<file path="src/rtl/vcas_pkg.sv">
`default_nettype none

package vcas_pkg;

    // Field widths
    localparam int SIZE_W    = 13;
    localparam int BUDGET_W  = 25;
    localparam int INDEX_W   = 12;
    localparam int CFG_IDX_W = 2;
    localparam int DIV_CNT_W = $clog2(BUDGET_W);

    // Register indexes on the configuration port
    localparam logic [CFG_IDX_W-1:0] REG_PLANE_COUNT     = 2'd0;
    localparam logic [CFG_IDX_W-1:0] REG_LINES_PER_PLANE = 2'd1;
    localparam logic [CFG_IDX_W-1:0] REG_LINES_PER_CHUNK = 2'd2;

    // Default size limits
    localparam int DEF_MAX_PLANES = 4096;
    localparam int DEF_MAX_LINES  = 4096;

    typedef logic [SIZE_W-1:0]   size_t;
    typedef logic [BUDGET_W-1:0] budget_t;

    // Force a size register into 1..maxv
    function automatic size_t clamp_size(input size_t v, input logic [16:0] maxv);
        size_t res;
        res = v;
        if (v == '0) begin
            res = size_t'(1);
        end else if ({4'b0, v} > maxv) begin
            res = maxv[SIZE_W-1:0];
        end
        return res;
    endfunction

endpackage

`default_nettype wire

</file>
<file path="src/rtl/volume_chunk_address_sequencer.sv">
// Advance request: the new position is registered, then the result register loads
// once the output is free. Restart request with a zero budget: the same steps.
// Restart request with a budget: the 25-step divider runs first (budget over lines
// per plane). The next request is taken once the result loads; one at a time.
// Reset (aresetn low, synchronous) sets registers to 1, 1, 0 and the sequencer to
// line mode with a one-line step at plane 0, line 0; no result pending.
`default_nettype none

module volume_chunk_address_sequencer
    import vcas_pkg::*;
#(
    parameter int MAX_PLANES = DEF_MAX_PLANES,
    parameter int MAX_LINES  = DEF_MAX_LINES
)
(
    input  wire                   aclk,
    input  wire                   aresetn,
    // configuration writes
    input  wire                   cfg_valid,
    output logic                  cfg_ready,
    input  wire [CFG_IDX_W-1:0]   cfg_index,
    input  wire [BUDGET_W-1:0]    cfg_data,
    // requests
    input  wire                   s_valid,
    output logic                  s_ready,
    input  wire                   s_restart,
    // results
    output logic                  m_valid,
    input  wire                   m_ready,
    output logic [INDEX_W-1:0]    m_plane_index,
    output logic [INDEX_W-1:0]    m_line_index,
    output logic [SIZE_W-1:0]     m_planes_in_chunk,
    output logic [SIZE_W-1:0]     m_lines_in_chunk,
    output logic                  m_by_planes,
    output logic                  m_complete
);

    localparam logic [16:0] MaxPlanes = 17'(MAX_PLANES);
    localparam logic [16:0] MaxLines  = 17'(MAX_LINES);

    localparam logic [1:0] ST_IDLE = 2'd0;
    localparam logic [1:0] ST_DIV  = 2'd1;
    localparam logic [1:0] ST_EMIT = 2'd2;

    // Configuration registers
    size_t   plane_count_reg;
    size_t   lines_per_plane_reg;
    budget_t lines_per_chunk_reg;

    // Sequencer state
    logic [1:0] state_reg,      state_next;
    size_t      plane_pos_reg,  plane_pos_next;
    size_t      line_pos_reg,   line_pos_next;
    size_t      planes_now_reg, planes_now_next;
    size_t      lines_now_reg,  lines_now_next;
    size_t      step_reg,       step_next;
    logic       plane_mode_reg, plane_mode_next;
    logic       finished_reg,   finished_next;

    // Output register
    logic                m_valid_reg, m_valid_next;
    logic [INDEX_W-1:0]  m_plane_index_reg;
    logic [INDEX_W-1:0]  m_line_index_reg;
    size_t               m_planes_reg;
    size_t               m_lines_reg;
    logic                m_by_planes_reg;
    logic                m_complete_reg;
    logic                out_load;

    size_t   np;
    size_t   nl;
    logic    div_start;
    logic    div_done;
    budget_t div_quot;
    budget_t quot_sel;
    logic    budget_zero;

    // Restart values
    logic    rs_plane_mode;
    size_t   rs_step;

    // Advance arithmetic
    logic [SIZE_W:0] pm_sum;
    logic            pm_end;
    size_t           pm_rest;
    size_t           pm_planes;
    logic [SIZE_W:0] lm_sum;
    logic            lm_wrap;
    logic [SIZE_W:0] lm_plane_inc;
    logic            lm_end;
    size_t           lm_line;
    size_t           lm_cnt;
    size_t           lm_cnt_clip;

    // Clamp the size registers
    assign np = clamp_size(plane_count_reg, MaxPlanes);
    assign nl = clamp_size(lines_per_plane_reg, MaxLines);

    // Write configuration
    assign cfg_ready = 1'b1;

    always_ff @(posedge aclk) begin
        if (!aresetn) begin
            plane_count_reg     <= size_t'(1);
            lines_per_plane_reg <= size_t'(1);
            lines_per_chunk_reg <= '0;
        end else if (cfg_valid) begin
            unique case (cfg_index)
                REG_PLANE_COUNT:     plane_count_reg     <= cfg_data[SIZE_W-1:0];
                REG_LINES_PER_PLANE: lines_per_plane_reg <= cfg_data[SIZE_W-1:0];
                REG_LINES_PER_CHUNK: lines_per_chunk_reg <= cfg_data;
                default: ;
            endcase
        end
    end

    // Divider: budget over lines per plane
    vcas_div u_div (
        .aclk     (aclk),
        .aresetn  (aresetn),
        .start    (div_start),
        .dividend (lines_per_chunk_reg),
        .divisor  (nl),
        .done     (div_done),
        .quotient (div_quot)
    );

    // Pick the mode from the quotient; a zero budget covers the volume in one chunk
    assign budget_zero   = lines_per_chunk_reg == '0;
    assign quot_sel      = budget_zero ? BUDGET_W'(np) : div_quot;
    assign rs_plane_mode = quot_sel != '0;
    assign rs_step       = (quot_sel > BUDGET_W'(np)) ? np : quot_sel[SIZE_W-1:0];

    // Plane mode advance
    assign pm_sum    = {1'b0, plane_pos_reg} + {1'b0, step_reg};
    assign pm_end    = pm_sum >= {1'b0, np};
    assign pm_rest   = np - pm_sum[SIZE_W-1:0];
    assign pm_planes = (step_reg > pm_rest) ? pm_rest : step_reg;

    // Line mode advance, wrap into the next plane
    assign lm_sum       = {1'b0, line_pos_reg} + {1'b0, lines_now_reg};
    assign lm_wrap      = lm_sum >= {1'b0, nl};
    assign lm_plane_inc = {1'b0, plane_pos_reg} + 1'b1;
    assign lm_end       = lm_wrap && (lm_plane_inc >= {1'b0, np});
    assign lm_line      = lm_wrap ? '0 : lm_sum[SIZE_W-1:0];
    assign lm_cnt       = (step_reg == '0) ? size_t'(1) : step_reg;
    assign lm_cnt_clip  = (({1'b0, lm_line} + {1'b0, lm_cnt}) > {1'b0, nl}) ?
                          (nl - lm_line) : lm_cnt;

    // Sequencer
    always_comb begin
        state_next      = state_reg;
        plane_pos_next  = plane_pos_reg;
        line_pos_next   = line_pos_reg;
        planes_now_next = planes_now_reg;
        lines_now_next  = lines_now_reg;
        step_next       = step_reg;
        plane_mode_next = plane_mode_reg;
        finished_next   = finished_reg;
        div_start       = 1'b0;
        out_load        = 1'b0;

        unique case (state_reg)
            ST_IDLE: begin
                if (s_valid) begin
                    if (s_restart && !budget_zero) begin
                        div_start  = 1'b1;
                        state_next = ST_DIV;
                    end else begin
                        state_next = ST_EMIT;
                    end
                    if (s_restart && budget_zero) begin
                        finished_next   = 1'b0;
                        plane_pos_next  = '0;
                        line_pos_next   = '0;
                        plane_mode_next = 1'b1;
                        step_next       = rs_step;
                        planes_now_next = rs_step;
                        lines_now_next  = nl;
                    end else if (!s_restart && !finished_reg) begin
                        if (plane_mode_reg) begin
                            if (pm_end) begin
                                finished_next = 1'b1;
                            end else begin
                                plane_pos_next  = pm_sum[SIZE_W-1:0];
                                planes_now_next = pm_planes;
                                line_pos_next   = '0;
                                lines_now_next  = nl;
                            end
                        end else begin
                            if (lm_end) begin
                                finished_next = 1'b1;
                            end else begin
                                plane_pos_next  = lm_wrap ? lm_plane_inc[SIZE_W-1:0]
                                                          : plane_pos_reg;
                                line_pos_next   = lm_line;
                                lines_now_next  = lm_cnt_clip;
                                planes_now_next = size_t'(1);
                            end
                        end
                    end
                end
            end
            ST_DIV: begin
                if (div_done) begin
                    finished_next   = 1'b0;
                    plane_pos_next  = '0;
                    line_pos_next   = '0;
                    plane_mode_next = rs_plane_mode;
                    if (rs_plane_mode) begin
                        step_next       = rs_step;
                        planes_now_next = rs_step;
                        lines_now_next  = nl;
                    end else begin
                        step_next       = lines_per_chunk_reg[SIZE_W-1:0];
                        planes_now_next = size_t'(1);
                        lines_now_next  = lines_per_chunk_reg[SIZE_W-1:0];
                    end
                    state_next = ST_EMIT;
                end
            end
            ST_EMIT: begin
                if (!m_valid_reg || m_ready) begin
                    out_load   = 1'b1;
                    state_next = ST_IDLE;
                end
            end
            default: begin
                state_next = ST_IDLE;
            end
        endcase
    end

    always_ff @(posedge aclk) begin
        if (!aresetn) begin
            state_reg      <= ST_IDLE;
            plane_pos_reg  <= '0;
            line_pos_reg   <= '0;
            planes_now_reg <= size_t'(1);
            lines_now_reg  <= size_t'(1);
            step_reg       <= size_t'(1);
            plane_mode_reg <= 1'b0;
            finished_reg   <= 1'b0;
        end else begin
            state_reg      <= state_next;
            plane_pos_reg  <= plane_pos_next;
            line_pos_reg   <= line_pos_next;
            planes_now_reg <= planes_now_next;
            lines_now_reg  <= lines_now_next;
            step_reg       <= step_next;
            plane_mode_reg <= plane_mode_next;
            finished_reg   <= finished_next;
        end
    end

    // Hold the result until it is taken
    always_comb begin
        m_valid_next = m_valid_reg;
        if (out_load) begin
            m_valid_next = 1'b1;
        end else if (m_ready) begin
            m_valid_next = 1'b0;
        end
    end

    always_ff @(posedge aclk) begin
        if (!aresetn) begin
            m_valid_reg <= 1'b0;
        end else begin
            m_valid_reg <= m_valid_next;
        end
        if (out_load) begin
            m_plane_index_reg <= plane_pos_reg[INDEX_W-1:0];
            m_line_index_reg  <= line_pos_reg[INDEX_W-1:0];
            m_planes_reg      <= planes_now_reg;
            m_lines_reg       <= lines_now_reg;
            m_by_planes_reg   <= plane_mode_reg;
            m_complete_reg    <= finished_reg;
        end
    end

    assign s_ready           = state_reg == ST_IDLE;
    assign m_valid           = m_valid_reg;
    assign m_plane_index     = m_plane_index_reg;
    assign m_line_index      = m_line_index_reg;
    assign m_planes_in_chunk = m_planes_reg;
    assign m_lines_in_chunk  = m_lines_reg;
    assign m_by_planes       = m_by_planes_reg;
    assign m_complete        = m_complete_reg;

`ifndef SYNTHESIS
    // A whole-plane chunk always starts at line zero
    a_plane_mode_line_zero: assert property (@(posedge aclk) disable iff (!aresetn)
        m_valid && m_by_planes |-> m_line_index == '0)
        else $error("plane-mode chunk with nonzero line index");

    // A line-mode chunk covers exactly one plane
    a_line_mode_one_plane: assert property (@(posedge aclk) disable iff (!aresetn)
        m_valid && !m_by_planes |-> m_planes_in_chunk == size_t'(1))
        else $error("line-mode chunk spans more than one plane");

    // Divider finishes only while the sequencer waits for it
    a_div_done_in_div: assert property (@(posedge aclk) disable iff (!aresetn)
        div_done |-> state_reg == ST_DIV)
        else $error("divider finished outside the divide state");

    // One request in flight at a time
    a_one_request: assert property (@(posedge aclk) disable iff (!aresetn)
        s_valid && s_ready |=> !s_ready)
        else $error("request accepted while another is in progress");
`endif

endmodule

`default_nettype wire

</file>
<file path="src/rtl/vcas_div.sv">
`default_nettype none

// Restoring divider, one quotient bit per cycle, MSB first.
module vcas_div
    import vcas_pkg::*;
(
    input  wire          aclk,
    input  wire          aresetn,
    input  wire          start,
    input  wire budget_t dividend,
    input  wire size_t   divisor,
    output logic         done,
    output budget_t      quotient
);

    localparam logic [DIV_CNT_W-1:0] CntLast = DIV_CNT_W'(BUDGET_W - 1);

    logic                 run_reg,   run_next;
    logic                 done_reg,  done_next;
    logic [DIV_CNT_W-1:0] cnt_reg,   cnt_next;
    budget_t              shift_reg, shift_next;
    size_t                rem_reg,   rem_next;
    size_t                div_reg,   div_next;

    logic [SIZE_W:0] trial;
    logic            fits;

    // Shift in the next dividend bit and try a subtract
    assign trial = {rem_reg, shift_reg[BUDGET_W-1]};
    assign fits  = trial >= {1'b0, div_reg};

    always_comb begin
        run_next   = run_reg;
        done_next  = 1'b0;
        cnt_next   = cnt_reg;
        shift_next = shift_reg;
        rem_next   = rem_reg;
        div_next   = div_reg;
        if (start) begin
            run_next   = 1'b1;
            cnt_next   = CntLast;
            shift_next = dividend;
            rem_next   = '0;
            div_next   = divisor;
        end else if (run_reg) begin
            shift_next = {shift_reg[BUDGET_W-2:0], fits};
            rem_next   = fits ? SIZE_W'(trial - {1'b0, div_reg}) : trial[SIZE_W-1:0];
            cnt_next   = cnt_reg - 1'b1;
            if (cnt_reg == '0) begin
                run_next  = 1'b0;
                done_next = 1'b1;
            end
        end
    end

    always_ff @(posedge aclk) begin
        if (!aresetn) begin
            run_reg  <= 1'b0;
            done_reg <= 1'b0;
            cnt_reg  <= '0;
        end else begin
            run_reg  <= run_next;
            done_reg <= done_next;
            cnt_reg  <= cnt_next;
        end
        shift_reg <= shift_next;
        rem_reg   <= rem_next;
        div_reg   <= div_next;
    end

    assign done     = done_reg;
    assign quotient = shift_reg;

endmodule

`default_nettype wire
</file>
<file path="config.mk">
export PLATFORM = sky130hd
export DESIGN_NAME = volume_chunk_address_sequencer
export DESIGN_NICKNAME = d
export VERILOG_FILES = /design/src/rtl/vcas_pkg.sv /design/src/rtl/volume_chunk_address_sequencer.sv /design/src/rtl/vcas_div.sv
export SDC_FILE = /design/constraint.sdc
export NUM_CORES = 1
export LEC_CHECK = 0
export BUFFER_PORTS_ARGS = -buffer_cell sky130_fd_sc_hd__buf_2
export CAP_MARGIN = 15
export CORE_UTILIZATION = 30
export DETAILED_ROUTE_END_ITERATION = 7
export PLACE_DENSITY = 0.54
export SETUP_SLACK_MARGIN = 0.15
export SKIP_CTS_REPAIR_TIMING = 1
export SLEW_MARGIN = 20
export SYNTH_ARGS = -nofsm -noshare
export SYNTH_HDL_FRONTEND = slang
export SYNTH_SLANG_ARGS = --single-unit
</file>
<file path="constraint.sdc">
create_clock -name aclk -period 16.95 [get_ports aclk]
set_input_delay 0.8475 -clock aclk [delete_from_list [all_inputs] [get_ports aclk]]
set_output_delay 0.8475 -clock aclk [all_outputs]
set_load 0.02 [all_outputs]
</file>
* Word level (Yosys, flattened, before mapping)
Index checks and enable logic that the tools add are counted.
** Storage, ports and cells
- Bits of input ports :: 33
- Logic and storage cells :: 170
- Flip-flop bits (word level) :: 231
** Operators by class
- Bitwise logic cells :: 2
- Add/sub/neg operators :: 8
- Eq/ne operators :: 14
- Reduce and logical (&&, ||, !) cells :: 30
- Multiplexer cells :: 82
- Order comparisons :: 9
** Operators by type and width (count)
- $mux 13 :: 44
- $pmux 13 s2 :: 5
- $mux 25 :: 3
- $ge 14x13->1 :: 4
- $add 13x13->14 :: 3
- $logic_not 13->1 :: 3
- $sub 13x13->13 :: 3
- $gt 13x13->1 const B :: 2
- $gt 25x13->1 :: 1
- $logic_not 25->1 :: 1
- $reduce_bool 25->1 :: 1
- $mux 1 :: 21
- $add 13x1->14 const B :: 1
- $gt 14x13->1 :: 1
- $gt 13x13->1 :: 1
- $reduce_and 6->1 :: 2
- $mux 5 :: 2
- $mux 2 :: 4
- $ne 4x1->1 const B :: 2
- $ne 4x3->1 const B :: 2
- $reduce_and 7->1 :: 1
- $pmux 2 s3 :: 1
- $reduce_and 2->1 :: 3
- $reduce_bool 2->1 :: 3
- 18 further kinds :: 31

* Depth between registers and ports, before layout
Gate-level depths: netlist (run 1).
- Depth after elaboration :: 14
- Gate-level depth with buffers :: 39

* Modules after synthesis
Synthesis (run 1) repeated with hierarchy kept, for this count alone.
** Second synthesis, totals
- Cells, all modules :: 1724
- Area total of the unflattened synthesis :: 15383.5 µm²
** By module, submodules not included
- volume_chunk_address_sequencer :: instances 1, area an instance 12361.9 µm², cells an instance 1460
- vcas_div :: instances 1, area an instance 3021.6 µm², cells an instance 264

* Least setup slack after synthesis (run 1)
Ideal clock, no wire load.
- Path kind :: flip-flop to flip-flop
- Start :: register line_pos_reg[0]
- End :: register lines_now_reg[10]
- Slack :: 9.796 ns
- Data required time :: 16.833 ns
- Stages on the path, launching flop included :: 39
- Arrival time :: 7.037 ns
- Period minus slack after synthesis :: 7.154 ns
- Path buffers :: 3
- Setup time :: 0.117 ns
- Cells stage by stage :: dfxtp_1 ha_1 fa_1 a211o_1 a211oi_1 o21ai_1 a31oi_1 xnor2_1 ha_1 nand4_1 nor2_1 o2111ai_1 a31o_2 and2_1 buf_2 nand2_1 inv_1 fa_1 (+3 left out) a21oi_1 nor2b_1 nor2_1 nor2b_1 nor2_1 xnor2_1 ha_1 a21o_1 a21oi_1 o21ai_0 a2111oi_0 o31a_1 and2_1 buf_2 buf_2 mux2i_1 a21oi_1 a22o_1
** Between the ends
- Word-level cells in the longest chain between the ends :: 12
- Elaborated cells between the ends (all ways) :: 16
- Those cells by class :: add/sub: 3; order compare: 2; eq/ne: 1; mux: 8; reduce/logical: 2
** RTL lines
- from (decl) :: line volume_chunk_address_sequencer.sv:53 : size_t line_pos_reg, line_pos_next;
- from (signal assigned) :: line volume_chunk_address_sequencer.sv:247 : line_pos_reg <= line_pos_next;
- $add 13x13->14 (*) :: line volume_chunk_address_sequencer.sv:141 : assign lm_sum = {1'b0, line_pos_reg} + {1'b0, lines_now_reg};
- $ge 14x13->1 :: line volume_chunk_address_sequencer.sv:142 : assign lm_wrap = lm_sum >= {1'b0, nl};
- $mux 13 :: line volume_chunk_address_sequencer.sv:145 : assign lm_line = lm_wrap ? '0 : lm_sum[SIZE_W-1:0];
- $add 13x13->14 :: line volume_chunk_address_sequencer.sv:147 : assign lm_cnt_clip = (({1'b0, lm_line} + {1'b0, lm_cnt}) > {1'b0, nl}) ?
- $gt 14x13->1 :: line volume_chunk_address_sequencer.sv:147
- $mux 13 :: line volume_chunk_address_sequencer.sv:147
- $mux 13 :: line volume_chunk_address_sequencer.sv:191 : if (lm_end) begin
- $mux 13 :: line volume_chunk_address_sequencer.sv:181 : if (plane_mode_reg) begin
- $mux 13 :: line volume_chunk_address_sequencer.sv:180 : end else if (!s_restart && !finished_reg) begin
- $mux 13 :: line volume_chunk_address_sequencer.sv:172 : if (s_restart && budget_zero) begin
- $mux 13 :: line volume_chunk_address_sequencer.sv:165 : if (s_valid) begin
- $pmux 13 s2 :: line volume_chunk_address_sequencer.sv:163 : unique case (state_reg)
- to (signal assigned) :: line volume_chunk_address_sequencer.sv:240 : lines_now_reg <= size_t'(1);
- to (signal assigned) :: line volume_chunk_address_sequencer.sv:249 : lines_now_reg <= lines_now_next;
- to (decl) :: line volume_chunk_address_sequencer.sv:55 : size_t lines_now_reg, lines_now_next;
Every way passes the cells marked *; elsewhere a longest branch is shown, timed or not. The select of a mux whose other input is x is not followed.
A chain may end at the register's enable or synchronous reset.

* Worst setup path after layout (run 1)
- Start :: register line_pos_reg[0]
- End :: register lines_now_reg[0]
Same word-level chain as after synthesis.

==> results of run 1 <==
[worst max-delay path, delay by kind of cell, from the launching register on]
family | cells | cell delay [ns]
AOI/OAI and AO/OA | 17 | 3.97
and+or+nand+nor | 9 | 1.76
adders and majority gates | 5 | 1.51
muxes | 1 | 0.42
DFF | 1 | 0.32
xor gates and xnor gates | 2 | 0.31
buffers and inverters | 1 | 0.11
[layout make-up]
class / count / area, um^2 / share of cell area, %
Clock buffer: 39 / 845.8 / 4.926
Timing Repair Buffer: 99 / 528.0 / 3.075
Inverter: 102 / 382.9 / 2.230
Multi-Input combinational cell: 1362 / 8932 / 52.03
Clock inverter: 13 / 123.9 / 0.7215
Tap cell: 664 / 830.8 / 4.839
Sequential cell: 231 / 5525 / 32.18
[layout by cell type (no fill, tap or decap), types with 7 or more instances in the layout]
cell,instances
nor3_1,37
o21bai_1,7
a21o_1,28
o21ai_0,97
o211ai_1,11
nor2b_1,19
a211oi_1,22
nand2_1,304
buf_2,86
dfxtp_1,141
o31ai_1,15
nand3_1,33
nand4_1,17
mux2i_1,20
nand2b_1,18
a221oi_1,11
xnor2_1,43
buf_4,13
mux2_2,8
and2_1,8
o211a_1,10
a211o_1,7
nor4_1,20
inv_1,100
a21oi_1,164
a22o_1,10
o22ai_1,9
xor2_1,25
a31oi_1,13
or3_1,17
edfxtp_1,90
ha_1,157
o21a_1,18
clkbuf_16,31
nor2_1,100
and3_1,13
[logic make-up after synthesis]
logic type                 count (synthesis)  share of synthesized area (%)
AOI/OAI and AO/OA                        483                          20.30
xor gates and xnor gates                  68                          3.934
adders and majority gates                163                          13.77
buffers and inverters                    193                          4.892
DFF                                      231                          36.49
muxes                                     28                          1.917
other                                      1                        0.02477
and+or+nand+nor                          619                          18.68
[through the flow]
stage	instances	setup slack, ns	area [um^2]	total power, mW
6_report	2510	8.405	17170	2.829
3_5_place_dp	2458	8.515	16180	2.188
5_1_grt	2510	7.722	17170	3.033
3_3_place_gp	2458	8.691	16180	2.172
4_1_cts	2510	8.471	17150	2.827
2_1_floorplan	1786	9.796	15140	1.827
[final timing paths]
check | slack, ns | cells past startpoint | endpoint
max | 8.40 | 35 | lines_now_reg[0]$_SDFFE_PN1P_
min | 0.42 | 0 | m_planes_in_chunk[3]$_DFFE_PP_
max reg2reg | 8.40 | 35 | lines_now_reg[0]$_SDFFE_PN1P_
min reg2reg | 0.42 | 0 | m_planes_in_chunk[3]$_DFFE_PP_
[power groups by stage]
stage | combinational, mW | clock [mW] | sequential (mW)
global placement | 1.43 | 0 | 0.740
finish | 1.47 | 0.624 | 0.731
global route | 1.63 | 0.663 | 0.740
floorplan | 1.10 | 0 | 0.725
detailed placement | 1.45 | 0 | 0.742
CTS | 1.46 | 0.640 | 0.731
[layer usage]
layer | up-vias | GRT usage [%] | wire, um
li1 | 6505 | - | -
met1 | 6404 | 26.63 | 23360
met2 | 432 | 28.20 | 20520
met3 | 67 | 2.514 | 2785
met4 | 8 | 4.708 | 984
met5 | - | 0 | 48
==> metrics, run 1 <==
run status=finished clean; count of pins over their slew limit=0; crit share post-route=50.41%; Critical Path AT=8.97 ns; Detail Route Antenna Nets=0; worst-path maximum fanout=18; H-Tree Depth=1; crit path from=line_pos_reg[0]$_SDFFE_PN0P_; commonest cells in the netlist=nand2_1 (304), a21oi_1 (166), ha_1 (157), dfxtp_1 (141), inv_1 (101); worst-skew pair later-pin latency=0.57 ns; Hold WS=0.4249 ns; Int Pwr=1.632 mW; drt pass-1 iters=6; post-layout min period=8.545 ns; crit end category=flop; Die H=226.7 um; critical path required time=17.37 ns; GPL Wtd Cong=0.9271; drt total wl=47700 um; Post-Syn Nets=1982; Post-synth EDFFs=90; first-pass GRT wire length=73080 um; final number of setup-violating endpoints=0; post-route setup TNS=0 ns; CP max stage cell=and2_1; Yosys reg bits=231; Sequential Power Share=25.8%; most used cell, CP=ha_1; Area contributors post-synth=dfxtp_1 (19%), edfxtp_1 (18%), ha_1 (13%); clock power share=22.1%; initial antenna violation count=4; DR iter-0 viols=1182; Top FF cell, synth=dfxtp_1; hold path start=planes_now_reg[3]$_SDFFE_PN0P_; CTS tree=built; relative slew slack=25.67%; Pleak=7.378 nW; vias=13420; Sw Pwr=1.197 mW; Worst Setup Start Kind=flop; num ports=88; Die W=226.7 um; Distinct cells, synth=76; FMAX=0.1170 GHz; CP max stage delay=0.64 ns; post-synthesis cell area=15140 um^2; area leader, netlist=dfxtp_1; Clock Tree Root=clkbuf_16; Final Util=34.79%; CTS buffer count=28; gr usage total=18.33%; Slew @ Worst Pin=1.115 ns; Sw Ratio=42.31%; cell with the most instances after synthesis=nand2_1; Mapped Cells=1786; site row count=81; sequential area share after synthesis=36.49%; ys async rst share=0%; largest net degree at the start of global routing=58; Ant. Diodes=0; area grow syn2layout=13.40%; maxcap violations=0; share of the synthesized area in the top cell type=18.64%; pwr dens=164.8 nW/um^2; Max VDD drop=0.1210 mV; GRT overflow=0; Clk pin slew, worst setup/hold paths=0.06 ns; vias in the first global route=12490; routed len/inst=19.00 um; HPWL after DPL=36130 um; logic gate share of total power=52.1%; worst min path class=reg -> reg; Ys Warns=0; CP Class=reg -> reg; Post-Syn Area per Cell=8.477 um^2; RSZ-0062 raised after global routing=false; filler instances=5130; final hold vios=0; FF-to-FF Start=line_pos_reg[0]$_SDFFE_PN0P_; # port buffers=86; Nets=2020; die area=51370 um^2; skew final=0.01906 ns; layout cells sized above 1=9.642%; Initial Util=30.68%; DRC Markers=0; vias per cell=5.345; Max Buffers Root-to-Sink=3; clock sink count=231; core area=49360 um^2
Power figures use the tool's default switching activity.
==> inputs of run 2 (changes only) <==
==> constraint.sdc (replaced) <==
create_clock -name aclk -period 8.6 [get_ports aclk]
set_input_delay 0.43 -clock aclk [delete_from_list [all_inputs] [get_ports aclk]]
set_output_delay 0.43 -clock aclk [all_outputs]
set_load 0.02 [all_outputs]
==> run 2 against run 1 <==
Compared with the run above: clock-buffer cell count shrank 7; total power grew 100%; global-route usage is essentially flat; fmax grew 9.0%; hold slack lost 0.32 ns; sequential power grew 97%; highest routed layer unchanged.
==> metrics, run 2 (same netlist as run 1, synthesis figures left out) <==
run status=finished clean (unchanged); Nets=2025 (was 2020); worst min path class=in -> reg (was reg -> reg); CP Class=reg -> reg (unchanged); vias in the first global route=12340 (was 12490); Final Util=34.87% (was 34.79%); Hold WS=0.1034 ns (was 0.4249 ns); Detail Route Antenna Nets=0 (unchanged); pwr dens=329.8 nW/um^2 (was 164.8 nW/um^2); post-route setup TNS=0 ns (unchanged); first-pass GRT wire length=72800 um (was 73080 um); CTS buffer count=28 (unchanged); die area=51370 um^2 (unchanged); Pleak=7.399 nW (was 7.378 nW); post-layout min period=7.841 ns (was 8.545 ns); critical path required time=9.01 ns (was 17.37 ns); initial antenna violation count=4 (unchanged); filler instances=5160 (was 5130); area grow syn2layout=13.67% (was 13.40%); final number of setup-violating endpoints=0 (unchanged); # port buffers=86 (unchanged); Clock Tree Root=clkbuf_16 (unchanged); H-Tree Depth=1 (unchanged); relative slew slack=28.40% (was 25.67%); count of pins over their slew limit=0 (unchanged); drt pass-1 iters=5 (was 6); CP max stage cell=fa_1 (was and2_1); Ant. Diodes=0 (unchanged); core area=49360 um^2 (unchanged); GPL Wtd Cong=0.9269 (was 0.9271); skew final=0.02859 ns (was 0.01906 ns); vias=13290 (was 13420); Clk pin slew, worst setup/hold paths=0.06 ns (about the same); Initial Util=30.68% (unchanged); global routing's busiest layer=met2 (unchanged); RSZ-0062 raised after global routing=false (unchanged); CTS tree=built (unchanged); routed len/inst=18.86 um (was 19.00 um); Die W=226.7 um (unchanged); num ports=88 (unchanged); crit share post-route=91.18% (was 50.41%); site row count=81 (unchanged); layout cells sized above 1=10.21% (was 9.642%); worst-skew pair later-pin latency=0.58 ns (was 0.57 ns); Worst Setup Start Kind=flop (unchanged); largest net degree at the start of global routing=58 (unchanged); Storage cell area=5525 um^2 (unchanged); GR Util met3=2.747% (was 2.514%); final hold vios=0 (unchanged); gr usage total=18.34% (was 18.33%); multi-input logic area=8937 um^2 (was 8932 um^2); DRC Markers=0 (unchanged); clock sink count=231 (unchanged); Die H=226.7 um (unchanged); most common cell after layout, fill and taps aside=nand2_1 (unchanged); FMAX=0.1275 GHz (was 0.1170 GHz); worst-path maximum fanout=13 (was 18); crit end category=flop (unchanged); Max VDD drop=0.2566 mV (was 0.1210 mV); CP max stage delay=0.47 ns (was 0.64 ns); Slew @ Worst Pin=1.071 ns (was 1.115 ns); Critical Path AT=8.25 ns (was 8.97 ns); DR iter-0 viols=1088 (was 1182); vias per cell=5.286 (was 5.345); commonest cells after routing, fill and taps aside=nand2_1 (304), a21oi_1 (165), ha_1 (157), dfxtp_1 (141) (was nand2_1 (304), a21oi_1 (164), ha_1 (157), dfxtp_1 (141)); maxcap violations=0 (unchanged); drt total wl=47420 um (was 47700 um); GR Util met1=26.41% (was 26.63%); HPWL after DPL=36230 um (was 36130 um); GRT overflow=0 (unchanged); Max Buffers Root-to-Sink=3 (unchanged); met2 Use GR=28.36% (was 28.20%)
-- run 2: report_power, final --
group          total [mW]  switching [mW]  internal (mW)
sequential           1.44           0.134           1.31
combinational        2.98            1.73           1.25
clock                1.26           0.514          0.741
total                5.68            2.38           3.30
-- run 2: area by class of cell --
type,count,area share (%)
Multi-Input combinational cell,1362,51.93
Clock buffer,32,4.282
Sequential cell,231,32.10
Timing Repair Buffer,104,3.286
Inverter,102,2.225
Clock inverter,20,1.345
Tap cell,664,4.827
-- run 2: final timing paths --
check / start / to / slack (ns) / cells past startpoint
setup reg to reg: lines_now_reg[0]$_SDFFE_PN1P_ / lines_now_reg[0]$_SDFFE_PN1P_ / 0.76 / 35
hold / removal: cfg_data[14] / lines_per_chunk_reg[14]$_SDFFE_PN0P_ / 0.10 / 3
setup / recovery: lines_now_reg[0]$_SDFFE_PN1P_ / lines_now_reg[0]$_SDFFE_PN1P_ / 0.76 / 35
hold reg to reg: planes_now_reg[6]$_SDFFE_PN0P_ / m_planes_in_chunk[6]$_DFFE_PP_ / 0.42 / 0
-- run 2: metrics by stage --
| step | area [um^2] | cells | power [mW] | setup slack, ns |
|---|---|---|---|---|
| floorplan | 15140 | 1786 | 3.601 | 1.446 |
| global placement | 16200 | 2461 | 4.309 | 0.5232 |
| detailed placement | 16200 | 2461 | 4.329 | 0.3261 |
| CTS | 17170 | 2513 | 5.607 | 0.2951 |
| global route | 17210 | 2515 | 6.093 | 0.1708 |
| finish | 17210 | 2515 | 5.676 | 0.7587 |
-- run 2: critical path, delay by kind of cell, from the launching register on --
family	cells	cell delay, ns
mux	1	0.36
fa+ha+maj	5	1.71
compound gates	17	3.60
simple gates	9	1.27
flops	1	0.33
xor+xnor	2	0.24
buf+inv	1	0.12
-- run 2: per-layer routing --
| layer | wire [um] | part of all wire, % |
|---|---|---|
| met1 | 23040 | 49 |
| met2 | 20330 | 43 |
| met3 | 2910 | 6.1 |
| met4 | 1093 | 2.3 |
| met5 | 49 | 0.10 |
==> inputs of run 3 (changes only) <==
==> constraint.sdc (replaced) <==
create_clock -name aclk -period 9.25 [get_ports aclk]
set_input_delay 0.4625 -clock aclk [delete_from_list [all_inputs] [get_ports aclk]]
set_output_delay 0.4625 -clock aclk [all_outputs]
set_load 0.02 [all_outputs]
==> run 3 against run 2 <==
Compared with the run above: core utilization fell by 0.14 points; global-route usage rose by 0.082 points; cell count fell by 0.32%; clock-buffer cell count rose by 1; register-to-register slack improved by 0.14 ns; die area did not move; total power fell by 8.5%; hold slack improved by 0.052 ns; via count rose by 0.27%; clock power fell by 9.5%.
==> metrics, run 3 (same netlist as run 1, synthesis figures left out) <==
die area=51370 um^2 (unchanged); most used cell, CP=ha_1; Die H=226.7 um (unchanged); vias per cell=5.317 (was 5.286); drt total wl=47630 um (was 47420 um); post-layout min period=8.350 ns (was 7.841 ns); gr usage total=18.43% (was 18.34%); vias in the first global route=12580 (was 12340); FMAX=0.1198 GHz (was 0.1275 GHz); drt pass-1 iters=6 (was 5); run status=finished clean (unchanged); GPL Wtd Cong=0.9271 (was 0.9269); worst-skew pair later-pin latency=0.55 ns (was 0.58 ns); crit share post-route=90.27% (was 91.18%); final hold vios=0 (unchanged); initial antenna violation count=4 (unchanged); GRT overflow=0 (unchanged); Pleak=7.368 nW (was 7.399 nW); first-pass GRT wire length=73640 um (was 72800 um); CP Class=reg -> reg (unchanged); total power=5.191 mW (was 5.676 mW); Clock Tree Root=clkbuf_16 (unchanged); commonest cells after routing, fill and taps aside=nand2_1 (304), a21oi_1 (164), ha_1 (157), dfxtp_1 (141) (was nand2_1 (304), a21oi_1 (165), ha_1 (157), dfxtp_1 (141)); Critical Path AT=8.75 ns (was 8.25 ns); vias=13330 (was 13290); H-Tree Depth=1 (unchanged); worst-path maximum fanout=18 (was 13); crit end category=flop (unchanged); site row count=81 (unchanged); Max Buffers Root-to-Sink=3 (unchanged); Slew @ Worst Pin=1.116 ns (was 1.071 ns); Hold WS=0.1557 ns (was 0.1034 ns); CP max stage cell=and2_2 (was fa_1); Detail Route Antenna Nets=0 (unchanged); largest net degree at the start of global routing=58 (unchanged); count of pins over their slew limit=0 (unchanged); CTS buffer count=27 (was 28); DR iter-0 viols=1126 (was 1088); num ports=88 (unchanged); relative slew slack=25.36% (was 28.40%); final number of setup-violating endpoints=0 (unchanged); routed len/inst=19.00 um (was 18.86 um); skew final=0.01230 ns (was 0.02859 ns); Max VDD drop=0.2245 mV (was 0.2566 mV); layout cells sized above 1=9.658% (was 10.21%); DRC Markers=0 (unchanged); most common cell after layout, fill and taps aside=nand2_1 (unchanged); filler instances=5126 (was 5160); Worst Setup Start Kind=flop (unchanged); maxcap violations=0 (unchanged); Die W=226.7 um (unchanged); CP max stage delay=0.44 ns (was 0.47 ns); Clk pin slew, worst setup/hold paths=0.06 ns (about the same); CTS tree=built (unchanged); Initial Util=30.68% (unchanged); pre-CTS WS=0.8342 ns (was 0.3261 ns); Worst Slack Setup Final=0.8996 ns (was 0.7587 ns); post-route setup TNS=0 ns (unchanged); critical path required time=9.65 ns (was 9.01 ns); RSZ-0062 raised after global routing=false (unchanged); clock sink count=231 (unchanged); area grow syn2layout=13.21% (was 13.67%); HPWL after DPL=36230 um (about the same); pwr dens=302.9 nW/um^2 (was 329.8 nW/um^2); core area=49360 um^2 (unchanged); # port buffers=86 (unchanged); worst min path class=in -> reg (unchanged); Nets=2019 (was 2025); Ant. Diodes=0 (unchanged)
-- run 3: cell types whose count changed in the layout (fill, tap and decap cells not counted), sizes merged --
cell | before | now
buf | 104 | 99
clkinv | 10 | 8
clkinvlp | 3 | 1
bufinv | 4 | 5
clkbuf | 32 | 33
inv | 105 | 104
-- run 3: power by group --
part           switching (mW)  internal [mW]  total (mW)
logic                    1.63           1.09        2.71
registers               0.123           1.21        1.34
clock network           0.441          0.699        1.14
total                    2.19           3.00        5.19
-- run 3: routing by layer --
| layer | share of wire (%) | up-vias | global-route usage, % |
|---|---|---|---|
| met3 | 6.4 | 71 | 2.488 |
| met5 | 0.10 | - | 0 |
| met1 | 49 | 6319 | 26.88 |
| met2 | 42 | 451 | 28.06 |
| li1 | - | 6481 | - |
| met4 | 2.4 | 8 | 5.166 |
-- run 3: area by class of cell --
class | count | area (um^2) | area share [%]
clock inverter | 16 | 210.2 | 1.226
tap | 664 | 830.8 | 4.847
clock buffer | 33 | 729.5 | 4.256
inverter | 102 | 382.9 | 2.234
multi-input combinational | 1362 | 8934 | 52.12
sequential | 231 | 5525 | 32.24
timing repair buffer | 99 | 528.0 | 3.081
-- run 3: worst max-delay path, delay by kind of cell, from the launching register on --
kind / cells / cell delay (ns)
compound gates: 17 / 4.00
xor+xnor: 2 / 0.30
fa+ha+maj: 5 / 1.51
buf+inv: 1 / 0.12
flops: 1 / 0.32
mux: 1 / 0.38
simple gates: 9 / 1.56
-- run 3: final timing paths --
check             cells past startpoint                              endpoint  slack (ns)                      startpoint
setup / recovery                     35         lines_now_reg[0]$_SDFFE_PN1P_        0.90    line_pos_reg[0]$_SDFFE_PN0P_
hold / removal                        3  lines_per_chunk_reg[13]$_SDFFE_PN0P_        0.16                    cfg_data[13]
hold reg to reg                       0        m_planes_in_chunk[3]$_DFFE_PP_        0.43  planes_now_reg[3]$_SDFFE_PN0P_
setup reg to reg                     35         lines_now_reg[0]$_SDFFE_PN1P_        0.90    line_pos_reg[0]$_SDFFE_PN0P_
-- run 3: through the flow --
| stage | util (%) | std cells | cell area, um^2 |
|---|---|---|---|
| floorplan | - | 1786 | 15140 |
| global placement | 32.78 | 2458 | 16180 |
| detailed placement | 32.78 | 2458 | 16180 |
| CTS | 34.68 | 2507 | 17120 |
| global route | 34.73 | 2507 | 17140 |
| finish | 34.73 | 2507 | 17140 |
